## config.mk

```make
export PLATFORM = sky130hd
export DESIGN_NAME = grouped_light_mode_selector_flat
export DESIGN_NICKNAME = d
export VERILOG_FILES = /design/src/rtl/gls_pkg.sv /design/src/rtl/gls_ifs.sv /design/src/rtl/grouped_light_mode_selector.sv /design/src/rtl/gls_alu.sv /design/src/rtl/gls_seq.sv /design/src/flat_wrapper.sv
export SDC_FILE = /design/constraint.sdc
export NUM_CORES = 1
export LEC_CHECK = 0
export BUFFER_PORTS_ARGS = -buffer_cell sky130_fd_sc_hd__buf_2
export CORE_ASPECT_RATIO = 0.8
export CORE_UTILIZATION = 62
export CTS_BUF_LIST = sky130_fd_sc_hd__clkbuf_2 sky130_fd_sc_hd__clkbuf_4 sky130_fd_sc_hd__clkbuf_8
export CTS_CLUSTER_SIZE = 28
export DETAILED_ROUTE_END_ITERATION = 10
export PLACE_DENSITY_LB_ADDON = 0.05
export SYNTH_ARGS = -nofsm -noshare
export SYNTH_HDL_FRONTEND = slang
export SYNTH_SLANG_ARGS = --single-unit
```

## constraint.sdc

```tcl
create_clock -name clock -period 5.1 [get_ports clock]
set_clock_uncertainty 0.1 [all_clocks]
set_input_delay 1.53 -clock clock [delete_from_list [all_inputs] [get_ports clock]]
set_output_delay 1.53 -clock clock [all_outputs]
set_load 0.005 [all_outputs]
```

## src/rtl/gls_pkg.sv

```systemverilog
`default_nettype none
// ----------------------------------------------------------------------------
// gls_pkg - shared types and constants of the grouped light mode selector
// Field widths, button codes, register indexes and the sequencer states.
// ----------------------------------------------------------------------------
package gls_pkg;

   localparam int MODE_W     = 4;
   localparam int RMODE_W    = 2;
   localparam int BTN_W      = 2;
   localparam int MASK_W     = 8;
   localparam int GCNT_W     = 4;
   localparam int CSR_IDX_W  = 1;
   localparam int CSR_DATA_W = 8;
   // modes at or above MASK_W carry no mask bit; EXT_W holds any mode index
   localparam int EXT_W      = 5;

   localparam logic [BTN_W-1:0] BTN_NONE  = 2'd0;
   localparam logic [BTN_W-1:0] BTN_SHORT = 2'd1;
   localparam logic [BTN_W-1:0] BTN_LONG  = 2'd2;
   localparam logic [BTN_W-1:0] BTN_ULTRA = 2'd3;

   localparam logic REQ_BUTTON = 1'b0;
   localparam logic REQ_REMOTE = 1'b1;

   localparam logic [RMODE_W-1:0] RMODE_OFF = 2'd0;

   localparam logic [CSR_IDX_W-1:0] CSR_MODE_OFF_MASK = 1'd0;
   localparam logic [CSR_IDX_W-1:0] CSR_GROUP_COUNT   = 1'd1;

   localparam logic [MASK_W-1:0] MASK_RESET = 8'd204;
   localparam logic [GCNT_W-1:0] GCNT_RESET = 4'd2;

   typedef struct packed {
      logic               req_type;
      logic [BTN_W-1:0]   button_internal;
      logic [BTN_W-1:0]   button_vol_up;
      logic [BTN_W-1:0]   button_vol_down;
      logic [RMODE_W-1:0] remote_mode_in;
   } gls_item_type;

   typedef struct packed {
      logic force_sub;
      logic cmp_en;
   } gls_alu_ctrl_type;

   typedef struct packed {
      logic busy;
      logic done;
   } gls_seq_status_type;

   typedef enum logic [2:0] {
      ST_IDLE,
      ST_CHECK,
      ST_REDUCE,
      ST_ADV,
      ST_TEST,
      ST_FINISH
   } gls_state_type;

endpackage
`default_nettype wire

```

## src/rtl/gls_ifs.sv

```systemverilog
`default_nettype none
// ----------------------------------------------------------------------------
// gls_ifs - channel interfaces of the grouped light mode selector
// Request, response and register-write channels with valid/ready.
// ----------------------------------------------------------------------------
interface gls_req_if import gls_pkg::*; ();
   logic               valid;
   logic               ready;
   logic               req_type;
   logic [BTN_W-1:0]   button_internal;
   logic [BTN_W-1:0]   button_vol_up;
   logic [BTN_W-1:0]   button_vol_down;
   logic [RMODE_W-1:0] remote_mode_in;

   modport source (output valid, req_type, button_internal, button_vol_up,
                   button_vol_down, remote_mode_in, input ready);
   modport sink   (input valid, req_type, button_internal, button_vol_up,
                   button_vol_down, remote_mode_in, output ready);
endinterface

interface gls_rsp_if import gls_pkg::*; ();
   logic               valid;
   logic               ready;
   logic [MODE_W-1:0]  mode_index;
   logic [RMODE_W-1:0] remote_mode;
   logic               pair_request;

   modport source (output valid, mode_index, remote_mode, pair_request, input ready);
   modport sink   (input valid, mode_index, remote_mode, pair_request, output ready);
endinterface

interface gls_csr_if import gls_pkg::*; ();
   logic                  valid;
   logic                  ready;
   logic [CSR_IDX_W-1:0]  index;
   logic [CSR_DATA_W-1:0] data;

   modport source (output valid, index, data, input ready);
   modport sink   (input valid, index, data, output ready);
endinterface
`default_nettype wire

```

## src/rtl/grouped_light_mode_selector.sv

```systemverilog
`default_nettype none
// ----------------------------------------------------------------------------
// grouped_light_mode_selector - light mode selection from button events
// Button and remote transactions in, one result transaction out per input.
// ----------------------------------------------------------------------------
//  channel  | dir | payload                                          | accept
//  req_if   | in  | req_type, button_internal/vol_up/vol_down, remote | valid & ready
//  rsp_if   | out | mode_index, remote_mode, pair_request             | valid & ready
//  csr_if   | in  | index (0 mode_off_mask, 1 group_count), data      | valid & ready
//
//  Remote update: a transaction steps through check, finish and idle, and its
//  result is loaded into the output register in the finish step. A button
//  press adds the scan through the shared adder: repeated group-size
//  subtraction, then an advance step (the offset step or a group hop) before
//  each run of candidate tests.
//  Reset is synchronous: remote selected, remote off, mask 204, two groups.
//  req_if.ready is low while a transaction is in work; a stalled result holds
//  in the output register and the next transaction waits in its finish step.
// ----------------------------------------------------------------------------
module grouped_light_mode_selector import gls_pkg::*; #(
   parameter int NUM_MODES = 8
) (
   input  wire logic  clock,
   input  wire logic  reset,
   gls_req_if.sink    req_if,
   gls_rsp_if.source  rsp_if,
   gls_csr_if.sink    csr_if
);

   localparam int SEL_W = $clog2(NUM_MODES + 1);

   logic [MASK_W-1:0]  mask_ff, mask_in;
   logic [GCNT_W-1:0]  gcnt_ff, gcnt_in;
   logic               rsp_valid_ff, rsp_valid_in;
   logic [MODE_W-1:0]  rsp_mode_ff;
   logic [RMODE_W-1:0] rsp_rmode_ff;
   logic               rsp_pair_ff;

   gls_item_type       item;
   gls_seq_status_type status;
   logic [SEL_W-1:0]   sel;
   logic [RMODE_W-1:0] rmode;
   logic               pair;
   logic               start, slot_free, load;

   // gather the request fields into one item
   assign item = '{req_type:        req_if.req_type,
                   button_internal: req_if.button_internal,
                   button_vol_up:   req_if.button_vol_up,
                   button_vol_down: req_if.button_vol_down,
                   remote_mode_in:  req_if.remote_mode_in};

   assign req_if.ready = !status.busy;
   assign start        = req_if.valid && req_if.ready;

   // the output register is free when empty or being drained this cycle
   assign slot_free = !rsp_valid_ff || rsp_if.ready;
   assign load      = status.done && slot_free;

   gls_seq #(.NUM_MODES(NUM_MODES)) u_seq (
      .clock         (clock),
      .reset         (reset),
      .start         (start),
      .item          (item),
      .mode_off_mask (mask_ff),
      .group_count   (gcnt_ff),
      .slot_free     (slot_free),
      .status        (status),
      .sel           (sel),
      .rmode         (rmode),
      .pair          (pair)
   );

   // register writes; always ready
   assign csr_if.ready = 1'b1;

   always_comb begin
      mask_in = mask_ff;
      gcnt_in = gcnt_ff;
      if (csr_if.valid) begin
         unique case (csr_if.index)
            CSR_MODE_OFF_MASK: mask_in = csr_if.data[MASK_W-1:0];
            CSR_GROUP_COUNT:   gcnt_in = csr_if.data[GCNT_W-1:0];
            default: ;
         endcase
      end
   end

   // hold the result until taken; a new load and a drain may coincide
   always_comb begin
      rsp_valid_in = rsp_valid_ff;
      if (load) begin
         rsp_valid_in = 1'b1;
      end else if (rsp_if.ready) begin
         rsp_valid_in = 1'b0;
      end
   end

   always_ff @(posedge clock) begin
      if (reset) begin
         mask_ff      <= MASK_RESET;
         gcnt_ff      <= GCNT_RESET;
         rsp_valid_ff <= 1'b0;
      end else begin
         mask_ff      <= mask_in;
         gcnt_ff      <= gcnt_in;
         rsp_valid_ff <= rsp_valid_in;
      end
   end

   // result payload; mode index is masked to four bits for a sixteen-mode build
   always_ff @(posedge clock) begin
      if (load) begin
         rsp_mode_ff  <= MODE_W'(sel);
         rsp_rmode_ff <= rmode;
         rsp_pair_ff  <= pair;
      end
   end

   assign rsp_if.valid        = rsp_valid_ff;
   assign rsp_if.mode_index   = rsp_mode_ff;
   assign rsp_if.remote_mode  = rsp_rmode_ff;
   assign rsp_if.pair_request = rsp_pair_ff;

`ifndef NO_ASSERTIONS
   // an accepted transaction keeps the input closed on the next cycle
   a_busy_after_accept: assert property (@(posedge clock) disable iff (reset)
      start |=> !req_if.ready)
      else $error("input still ready after accepting a transaction");

   // a pairing request only comes while the remote mode is off
   a_pair_off: assert property (@(posedge clock) disable iff (reset)
      (rsp_if.valid && rsp_if.pair_request) |-> (rsp_if.remote_mode == RMODE_OFF))
      else $error("pairing request with remote mode not off");

   // the selected mode never passes the remote index
   a_mode_range: assert property (@(posedge clock) disable iff (reset)
      (rsp_if.valid && (NUM_MODES < 16)) |-> (rsp_if.mode_index <= MODE_W'(NUM_MODES)))
      else $error("mode index out of range");

   // a result is loaded only when the sequencer has finished
   a_load_done: assert property (@(posedge clock) disable iff (reset)
      $rose(rsp_valid_ff) |-> $past(status.done))
      else $error("result loaded without a finished transaction");
`endif

endmodule
`default_nettype wire

```

## src/rtl/gls_alu.sv

```systemverilog
`default_nettype none
// ----------------------------------------------------------------------------
// gls_alu - shared add / compare / subtract unit
// Computes a + b and takes c off when forced or when the sum reaches c.
// ----------------------------------------------------------------------------
module gls_alu import gls_pkg::*; #(
   parameter int W = 4
) (
   input  wire logic [W-1:0]    a,
   input  wire logic [W-1:0]    b,
   input  wire logic [W-1:0]    c,
   input  wire gls_alu_ctrl_type ctrl,
   output logic      [W-1:0]    res,
   output logic                 ge
);

   logic [W:0] sum;
   logic [W:0] diff;

   always_comb begin
      sum  = {1'b0, a} + {1'b0, b};
      ge   = sum >= {1'b0, c};
      diff = sum - {1'b0, c};
      // wrap by c on demand, or when the compare is enabled and the sum reaches c
      if (ctrl.force_sub || (ctrl.cmp_en && ge)) begin
         res = diff[W-1:0];
      end else begin
         res = sum[W-1:0];
      end
   end

endmodule
`default_nettype wire

```

## src/rtl/gls_seq.sv

```systemverilog
`default_nettype none
// ----------------------------------------------------------------------------
// gls_seq - mode sequencer
// Holds the selected mode and remote mode, and scans candidates one per cycle.
// ----------------------------------------------------------------------------
module gls_seq import gls_pkg::*; #(
   parameter int NUM_MODES = 8
) (
   input  wire logic                             clock,
   input  wire logic                             reset,
   input  wire logic                             start,
   input  wire gls_item_type                     item,
   input  wire logic [MASK_W-1:0]                mode_off_mask,
   input  wire logic [GCNT_W-1:0]                group_count,
   input  wire logic                             slot_free,
   output gls_seq_status_type                    status,
   output logic [$clog2(NUM_MODES + 1)-1:0]      sel,
   output logic [RMODE_W-1:0]                    rmode,
   output logic                                  pair
);

   localparam int SEL_W = $clog2(NUM_MODES + 1);
   localparam logic [SEL_W-1:0] REMOTE = SEL_W'(NUM_MODES);
   localparam logic [SEL_W-1:0] ZERO   = SEL_W'(0);
   localparam logic [SEL_W-1:0] ONE    = SEL_W'(1);
   localparam bit   G2_OK = (NUM_MODES % 2) == 0;
   localparam bit   G4_OK = (NUM_MODES >= 4) && ((NUM_MODES % 4) == 0);
   localparam bit   G8_OK = (NUM_MODES >= 8) && ((NUM_MODES % 8) == 0);
   localparam logic [SEL_W-1:0] MPG1 = SEL_W'(NUM_MODES);
   localparam logic [SEL_W-1:0] MPG2 = SEL_W'(NUM_MODES / 2);
   localparam logic [SEL_W-1:0] MPG4 = SEL_W'(NUM_MODES / 4);
   localparam logic [SEL_W-1:0] MPG8 = SEL_W'(NUM_MODES / 8);
   localparam logic [SEL_W-1:0] GRP2 = SEL_W'(2);
   localparam logic [SEL_W-1:0] GRP4 = SEL_W'(4);
   localparam logic [SEL_W-1:0] GRP8 = SEL_W'(8);

   gls_state_type      state_ff, state_in;
   logic [SEL_W-1:0]   sel_ff, sel_in;
   logic [RMODE_W-1:0] rmode_ff, rmode_in;
   logic               pair_ff, pair_in;
   gls_item_type       item_ff, item_in;
   logic [SEL_W-1:0]   cand_ff, cand_in;
   logic [SEL_W-1:0]   off_ff, off_in;
   logic [SEL_W-1:0]   cnt_ff, cnt_in;
   logic [SEL_W-1:0]   grp_ff, grp_in;
   logic               long_ff, long_in;
   logic               pend_ff, pend_in;

   logic [SEL_W-1:0]   mpg, geff, mpg_m1;
   logic [SEL_W-1:0]   alu_a, alu_b, alu_c, alu_res;
   gls_alu_ctrl_type   alu_ctrl;
   logic               alu_ge;
   logic [EXT_W-1:0]   cand_x;
   logic               cand_hit, last_off, last_cnt, last_grp;

   // check-step decode
   logic               is_remote, pair_now, off_now, short_p, long_p;
   logic               chk_scan, chk_long;
   logic [SEL_W-1:0]   chk_sel;

   // modes per group; a bad group count acts as a single group
   always_comb begin
      mpg  = MPG1;
      geff = ONE;
      case (group_count)
         4'd2: if (G2_OK) begin mpg = MPG2; geff = GRP2; end
         4'd4: if (G4_OK) begin mpg = MPG4; geff = GRP4; end
         4'd8: if (G8_OK) begin mpg = MPG8; geff = GRP8; end
         default: ;
      endcase
   end

   assign mpg_m1   = mpg - ONE;
   assign cand_x   = EXT_W'(cand_ff);
   assign cand_hit = (cand_x >= EXT_W'(MASK_W)) || !mode_off_mask[cand_x[2:0]];
   assign last_off = off_ff == mpg_m1;
   assign last_cnt = cnt_ff == mpg_m1;
   assign last_grp = !long_ff || (grp_ff == geff);

   always_comb begin
      is_remote = item_ff.req_type == REQ_REMOTE;
      pair_now  = (sel_ff == REMOTE) && (rmode_ff == RMODE_OFF) &&
                  (item_ff.button_internal == BTN_ULTRA);
      off_now   = (sel_ff != REMOTE) && ((item_ff.button_vol_down != BTN_NONE) ||
                  (item_ff.button_internal == BTN_ULTRA));
      short_p   = (item_ff.button_internal == BTN_SHORT) ||
                  (item_ff.button_vol_up == BTN_SHORT);
      long_p    = (item_ff.button_internal == BTN_LONG) ||
                  (item_ff.button_vol_up == BTN_LONG);
      chk_scan  = 1'b0;
      chk_long  = 1'b0;
      chk_sel   = off_now ? REMOTE : sel_ff;
      if (short_p && !off_now && (sel_ff != REMOTE)) begin
         chk_scan = 1'b1;
      end else if (short_p) begin
         // short press from remote lands on mode 0 unconditionally
         chk_sel  = ZERO;
         chk_scan = long_p;
         chk_long = long_p;
      end else if (long_p && !off_now && (sel_ff != REMOTE)) begin
         chk_scan = 1'b1;
         chk_long = 1'b1;
      end
   end

   gls_alu #(.W(SEL_W)) u_alu (
      .a    (alu_a),
      .b    (alu_b),
      .c    (alu_c),
      .ctrl (alu_ctrl),
      .res  (alu_res),
      .ge   (alu_ge)
   );

   // next state
   always_comb begin
      state_in = state_ff;
      unique case (state_ff)
         ST_IDLE:   if (start) state_in = ST_CHECK;
         ST_CHECK:  state_in = (!is_remote && chk_scan) ? ST_REDUCE : ST_FINISH;
         ST_REDUCE: if (!alu_ge) state_in = ST_ADV;
         ST_ADV:    state_in = ST_TEST;
         ST_TEST: begin
            if (cand_hit) begin
               state_in = (!long_ff && pend_ff) ? ST_REDUCE : ST_FINISH;
            end else if (last_cnt) begin
               state_in = last_grp ? ST_FINISH : ST_ADV;
            end
         end
         ST_FINISH: if (slot_free) state_in = ST_IDLE;
         default:   state_in = ST_IDLE;
      endcase
   end

   // datapath and shared-unit control
   always_comb begin
      sel_in   = sel_ff;
      rmode_in = rmode_ff;
      pair_in  = pair_ff;
      item_in  = item_ff;
      cand_in  = cand_ff;
      off_in   = off_ff;
      cnt_in   = cnt_ff;
      grp_in   = grp_ff;
      long_in  = long_ff;
      pend_in  = pend_ff;
      // default: step to the next candidate inside the group
      alu_a    = cand_ff;
      alu_b    = ONE;
      alu_c    = mpg;
      alu_ctrl = '{force_sub: last_off, cmp_en: 1'b0};
      unique case (state_ff)
         ST_IDLE: if (start) item_in = item;
         ST_CHECK: begin
            if (is_remote) begin
               rmode_in = item_ff.remote_mode_in;
               pair_in  = 1'b0;
            end else begin
               pair_in  = pair_now;
               sel_in   = chk_sel;
               if (off_now) rmode_in = RMODE_OFF;
               cand_in  = chk_sel;
               off_in   = chk_sel;
               long_in  = chk_long;
               pend_in  = long_p;
               grp_in   = ZERO;
            end
         end
         ST_REDUCE: begin
            // offset within group by repeated subtraction
            alu_a    = off_ff;
            alu_b    = ZERO;
            alu_c    = mpg;
            alu_ctrl = '{force_sub: 1'b0, cmp_en: 1'b1};
            if (alu_ge) off_in = alu_res;
         end
         ST_ADV: begin
            cnt_in = ZERO;
            if (long_ff) begin
               // hop to the same offset in the next group, wrapping at the top
               alu_b    = mpg;
               alu_c    = REMOTE;
               alu_ctrl = '{force_sub: 1'b0, cmp_en: 1'b1};
               grp_in   = grp_ff + ONE;
            end else begin
               off_in = last_off ? ZERO : off_ff + ONE;
            end
            cand_in = alu_res;
         end
         ST_TEST: begin
            if (cand_hit) begin
               sel_in = cand_ff;
               if (!long_ff && pend_ff) begin
                  long_in = 1'b1;
                  off_in  = cand_ff;
                  grp_in  = ZERO;
               end
            end else begin
               cand_in = alu_res;
               off_in  = last_off ? ZERO : off_ff + ONE;
               cnt_in  = cnt_ff + ONE;
               if (last_cnt && last_grp) begin
                  // nothing enabled: drop to off
                  sel_in   = REMOTE;
                  rmode_in = RMODE_OFF;
               end
            end
         end
         ST_FINISH: ;
         default: ;
      endcase
   end

   always_ff @(posedge clock) begin
      if (reset) begin
         state_ff <= ST_IDLE;
         sel_ff   <= REMOTE;
         rmode_ff <= RMODE_OFF;
         long_ff  <= 1'b0;
         pend_ff  <= 1'b0;
      end else begin
         state_ff <= state_in;
         sel_ff   <= sel_in;
         rmode_ff <= rmode_in;
         long_ff  <= long_in;
         pend_ff  <= pend_in;
      end
   end

   always_ff @(posedge clock) begin
      pair_ff <= pair_in;
      item_ff <= item_in;
      cand_ff <= cand_in;
      off_ff  <= off_in;
      cnt_ff  <= cnt_in;
      grp_ff  <= grp_in;
   end

   assign status = '{busy: state_ff != ST_IDLE, done: state_ff == ST_FINISH};
   assign sel    = sel_ff;
   assign rmode  = rmode_ff;
   assign pair   = pair_ff;

endmodule
`default_nettype wire

```

## src/flat_wrapper.sv

```systemverilog
// flat-port wrapper written by rule: the top's interface ports become plain ports
module grouped_light_mode_selector_flat import gls_pkg::*;
#(
   parameter int NUM_MODES = 8
)
  (clock, reset, req_if_valid, req_if_req_type, req_if_button_internal, req_if_button_vol_up, req_if_button_vol_down, req_if_remote_mode_in, req_if_ready, rsp_if_valid, rsp_if_mode_index, rsp_if_remote_mode, rsp_if_pair_request, rsp_if_ready, csr_if_valid, csr_if_index, csr_if_data, csr_if_ready);
  gls_req_if req_if_i ();
  gls_rsp_if rsp_if_i ();
  gls_csr_if csr_if_i ();
  input  wire logic clock;
  input  wire logic reset;
  input wire logic [$bits(req_if_i.valid)-1:0] req_if_valid;
  input wire logic [$bits(req_if_i.req_type)-1:0] req_if_req_type;
  input wire logic [$bits(req_if_i.button_internal)-1:0] req_if_button_internal;
  input wire logic [$bits(req_if_i.button_vol_up)-1:0] req_if_button_vol_up;
  input wire logic [$bits(req_if_i.button_vol_down)-1:0] req_if_button_vol_down;
  input wire logic [$bits(req_if_i.remote_mode_in)-1:0] req_if_remote_mode_in;
  output wire logic [$bits(req_if_i.ready)-1:0] req_if_ready;
  output wire logic [$bits(rsp_if_i.valid)-1:0] rsp_if_valid;
  output wire logic [$bits(rsp_if_i.mode_index)-1:0] rsp_if_mode_index;
  output wire logic [$bits(rsp_if_i.remote_mode)-1:0] rsp_if_remote_mode;
  output wire logic [$bits(rsp_if_i.pair_request)-1:0] rsp_if_pair_request;
  input wire logic [$bits(rsp_if_i.ready)-1:0] rsp_if_ready;
  input wire logic [$bits(csr_if_i.valid)-1:0] csr_if_valid;
  input wire logic [$bits(csr_if_i.index)-1:0] csr_if_index;
  input wire logic [$bits(csr_if_i.data)-1:0] csr_if_data;
  output wire logic [$bits(csr_if_i.ready)-1:0] csr_if_ready;
  assign req_if_i.valid = req_if_valid;
  assign req_if_i.req_type = req_if_req_type;
  assign req_if_i.button_internal = req_if_button_internal;
  assign req_if_i.button_vol_up = req_if_button_vol_up;
  assign req_if_i.button_vol_down = req_if_button_vol_down;
  assign req_if_i.remote_mode_in = req_if_remote_mode_in;
  assign req_if_ready = req_if_i.ready;
  assign rsp_if_valid = rsp_if_i.valid;
  assign rsp_if_mode_index = rsp_if_i.mode_index;
  assign rsp_if_remote_mode = rsp_if_i.remote_mode;
  assign rsp_if_pair_request = rsp_if_i.pair_request;
  assign rsp_if_i.ready = rsp_if_ready;
  assign csr_if_i.valid = csr_if_valid;
  assign csr_if_i.index = csr_if_index;
  assign csr_if_i.data = csr_if_data;
  assign csr_if_ready = csr_if_i.ready;
  grouped_light_mode_selector #(.NUM_MODES(NUM_MODES)) u_core (.clock(clock), .reset(reset), .req_if(req_if_i), .rsp_if(rsp_if_i), .csr_if(csr_if_i));
endmodule
```

==> results.json <==
{
  "core-area_um2": 5440,
  "asyncSetResetFlopFracSynth": 0,
  "h-tree-depth": 3,
  "fin_tns_setup_ps": 0,
  "io_buffer_count": 31,
  "power.ir.vdd_worst_mv": 0.237,
  "startpoint_class_of_the_critical_path": "flop",
  "timing.final.hold_violations": 0,
  "dpl.cell_count": 465,
  "critical_path_required_ps": 5040,
  "layout.cells.most_common_list": "37 x sky130_fd_sc_hd__nor2_1, 33 x sky130_fd_sc_hd__edfxtp_1, 31 x sky130_fd_sc_hd__buf_2",
  "synth_enable_flop_cells": 33,
  "worst_setup_hold_path_clk_slew_ps": 80,
  "synth-compound-area-share": 0.171,
  "post_synth_num_cell_types": 57,
  "power_mw": 1.67,
  "share_of_cell_area_taken_by_muxes_after_synthesis": 0.0686,
  "synthCells": 365,
  "first_global_vias": 2756,
  "yosysSeqAreaShare": 0.422,
  "crit_type": "reg -> reg",
  "antenna_violating_nets_post_route": 0,
  "crit_path_end_kind": "flop",
  "synth_area_leader_cell": "sky130_fd_sc_hd__edfxtp_1",
  "numCtsBuffers": 9,
  "routedWlPerCell_um": 17.0,
  "fp.dieH_um": 69.1,
  "clk_path_buf_depth": 2,
  "synth_adder_area_share": 0.0581,
  "grt_usage": 0.297,
  "critPathMaxFanout": 10,
  "outcome": "completed",
  "cp.buffers_inverters": 2,
  "drt_pre_antenna_iters": 5,
  "critical_path.top_delay_family": "adder cells",
  "hold_crit_class": "reg -> reg",
  "gp_routability_congestion": 0.930,
  "fin_crit_ps": 4750,
  "layout.cell_area.non_filler_um2": 3950,
  "setup_violations": 0,
  "detailroute.via_count": 2929,
  "detail_route.vias_per_cell": 6.08,
  "yosys.area.top_type_share": 0.284,
  "timing_max_transition_violations_final": 0,
  "placement.cell_area_um2": 3710,
  "period_share": 0.931,
  "yosys-top-cells-area": "sky130_fd_sc_hd__edfxtp_1 28%, sky130_fd_sc_hd__dfxtp_1 14%, sky130_fd_sc_hd__ha_1 4.7%",
  "most_frequent_standard_cell_in_the_layout_excluding_fill_and_tap_cells": "sky130_fd_sc_hd__nor2_1",
  "wirelength_um": 8180,
  "yosys.area_share.simple": 0.197,
  "insertedDiodeCount": 0,
  "grt_overflow_total": 0,
  "io-pin-count": 33,
  "fraction_of_final_layout_cells_with_drive_strength_greater_than_1": 0.163,
  "timing.critical_path.cells": "nor4b_4, inv_1, ha_1, ha_1, nor3_1, nand2_1, nor2_1, ha_1, a21o_1, a21oi_1, xnor2_1, ha_1, nand2_1, o221ai_1, buf_4, nand2_1, a21oi_1, o22a_1",
  "clock.fmax_mhz": 211,
  "unrepaired_setup_endpoints_after_global_routing": "false",
  "number_of_antenna_violations_at_the_first_check_in_global_routing": 0,
  "final-instance-count-excl-fill": 482,
  "setup_slack_ps": 351,
  "synth_top_family_by_area": "simple AND/OR/NAND/NOR gates",
  "pwr_density_cell_nw_per_um2": 422,
  "syn-mean-instance-area_um2": 9.55,
  "route.detailed.drc": 0,
  "die_width_um": 85.8,
  "num_rows": 24,
  "grt_start_max_net_pins": 20,
  "synth.ff_latch_count": 57,
  "timing.critical_path.slowest_stage_cell": "sky130_fd_sc_hd__dfxtp_1",
  "worst-slew-pin-transition_ps": 1010,
  "max_cap_violations": 0,
  "layout.core_utilization": 0.727,
  "worstPathArrival_ps": 4690,
  "pre_cts_slack_ps": 324,
  "clockRootBuffer": "sky130_fd_sc_hd__clkbuf_8",
  "cts_num_sinks": 57,
  "syn_area_um2": 3490,
  "hold_slack_ps": 314,
  "p_leak_nw": 1.51,
  "timing.max_slew.rel_slack": 0.317,
  "xor_xnor_share_of_the_synthesized_area": 0.0528,
  "tritoncts": "built",
  "timing.critical_path.mode_cell": "sky130_fd_sc_hd__ha_1",
  "mappedNetlistNets": 403,
  "dp_hpwl_um": 6060,
  "initial_core_util": 0.641,
  "die_area_um2": 5930,
  "synth-warning-count": 0,
  "timing.critical_path.slowest_cell_delay_ps": 450,
  "fin_nets": 437,
  "insertion_delay_ps": 360,
  "layout_area_growth_over_synthesis_pct": 13.4,
  "grt_first_pass_wirelength_um": 13300,
  "ys.flop_type": "sky130_fd_sc_hd__edfxtp_1",
  "drt-initial-drc-count": 229
}
[power by group]
group          internal (mW)  total (mW)  switching (mW)
combinational          0.224       0.524           0.300
clock                  0.279       0.489           0.210
sequential             0.569       0.654          0.0851
total                   1.07        1.67           0.595
[cell usage after synthesis (2+ instances only)]
cell,number
sky130_fd_sc_hd__dfxtp_1,24
sky130_fd_sc_hd__o2111ai_1,2
sky130_fd_sc_hd__and4bb_2,2
sky130_fd_sc_hd__a221oi_1,2
sky130_fd_sc_hd__a211oi_1,8
sky130_fd_sc_hd__o211ai_1,5
sky130_fd_sc_hd__nand2_1,30
sky130_fd_sc_hd__xnor2_1,14
sky130_fd_sc_hd__a21o_1,5
sky130_fd_sc_hd__or2_2,3
sky130_fd_sc_hd__o21ai_0,17
sky130_fd_sc_hd__o221ai_1,3
sky130_fd_sc_hd__nor2b_1,9
sky130_fd_sc_hd__fa_1,2
sky130_fd_sc_hd__buf_2,2
sky130_fd_sc_hd__and3_1,3
sky130_fd_sc_hd__a21oi_1,20
sky130_fd_sc_hd__a31oi_1,8
sky130_fd_sc_hd__inv_1,14
sky130_fd_sc_hd__edfxtp_1,33
sky130_fd_sc_hd__a311oi_1,3
sky130_fd_sc_hd__nand2b_1,9
sky130_fd_sc_hd__xor2_1,7
sky130_fd_sc_hd__nand3_1,16
sky130_fd_sc_hd__clkbuf_1,8
sky130_fd_sc_hd__nor2_1,37
sky130_fd_sc_hd__nor3_1,9
sky130_fd_sc_hd__and2_1,5
sky130_fd_sc_hd__o22ai_1,2
sky130_fd_sc_hd__nand4_1,2
sky130_fd_sc_hd__mux2i_1,16
sky130_fd_sc_hd__o21bai_1,2
sky130_fd_sc_hd__ha_1,13
sky130_fd_sc_hd__mux2_2,5
sky130_fd_sc_hd__or3_1,2
sky130_fd_sc_hd__o31ai_1,2
[logic make-up (layout without fill, tap and decap cells)]
logic type      count (synthesis)  in the layout
compound gates                 89             89
simple gates                  134            134
other cells                     1              1
flops                          57             57
xor+xnor                       21             21
mux                            22             22
buf+inv                        26             65
fa+ha+maj                      15             15
[layout make-up]
class                   count  area, µm²
inverters                  14       52.6
clock buffers               9        124
fillers                   420       1480
flip-flops and latches     57       1470
multi-input cells         282       1920
well taps                  78       97.6
clock inverters             7        101
repair buffers             35        185
[path summary, 6_finish.rpt]
path / from / to / slack [ps] / cells past startpoint
worst min-delay path: u_core.u_seq.pair / u_core.rsp_if.pair_request / 310 / 0
worst min register to register: u_core.u_seq.pair / u_core.rsp_if.pair_request / 310 / 0
worst max register to register: u_core.gcnt_ff[3] / u_core.u_seq.off_ff[1] / 350 / 18
worst max-delay path: u_core.gcnt_ff[3] / u_core.u_seq.off_ff[1] / 350 / 18
[state kept, by name, summed over array words and instances (netlist names)]
name                        cells
u_core.u_seq.state_ff           3
u_core.u_seq.long_ff            1
u_core.mask_ff                  8
u_core.u_seq.pair               1
u_core.rsp_if.valid             1
u_core.u_seq.cnt_ff             4
u_core.u_seq.is_remote          1
u_core.u_seq.grp_ff             4
u_core.u_seq.off_ff             4
u_core.u_seq.item_ff            8
u_core.gcnt_ff                  4
u_core.rsp_if.mode_index        4
u_core.u_seq.rmode              2
u_core.rsp_if.remote_mode       2
u_core.rsp_if.pair_request      1
u_core.u_seq.sel                4
u_core.u_seq.cand_ff            4
u_core.u_seq.pend_ff            1
[what timing repair did]
item	CTS	global route
endpoints found under the setup margin	0	5
gates resized for setup	0	1
buffers inserted	0	1
hold buffers	0	0
[metal layers]
| metal | global-route usage | part of all wire | vias to the layer above |
|---|---|---|---|
| li1 | - | - | 1417 |
| met5 | 0 | 0 | - |
| met2 | 0.438 | 0.43 | 119 |
| met4 | 0.102 | 0.013 | 0 |
| met1 | 0.423 | 0.48 | 1383 |
| met3 | 0.0790 | 0.076 | 10 |
Note: power is estimated with default switching activity, not from simulation.
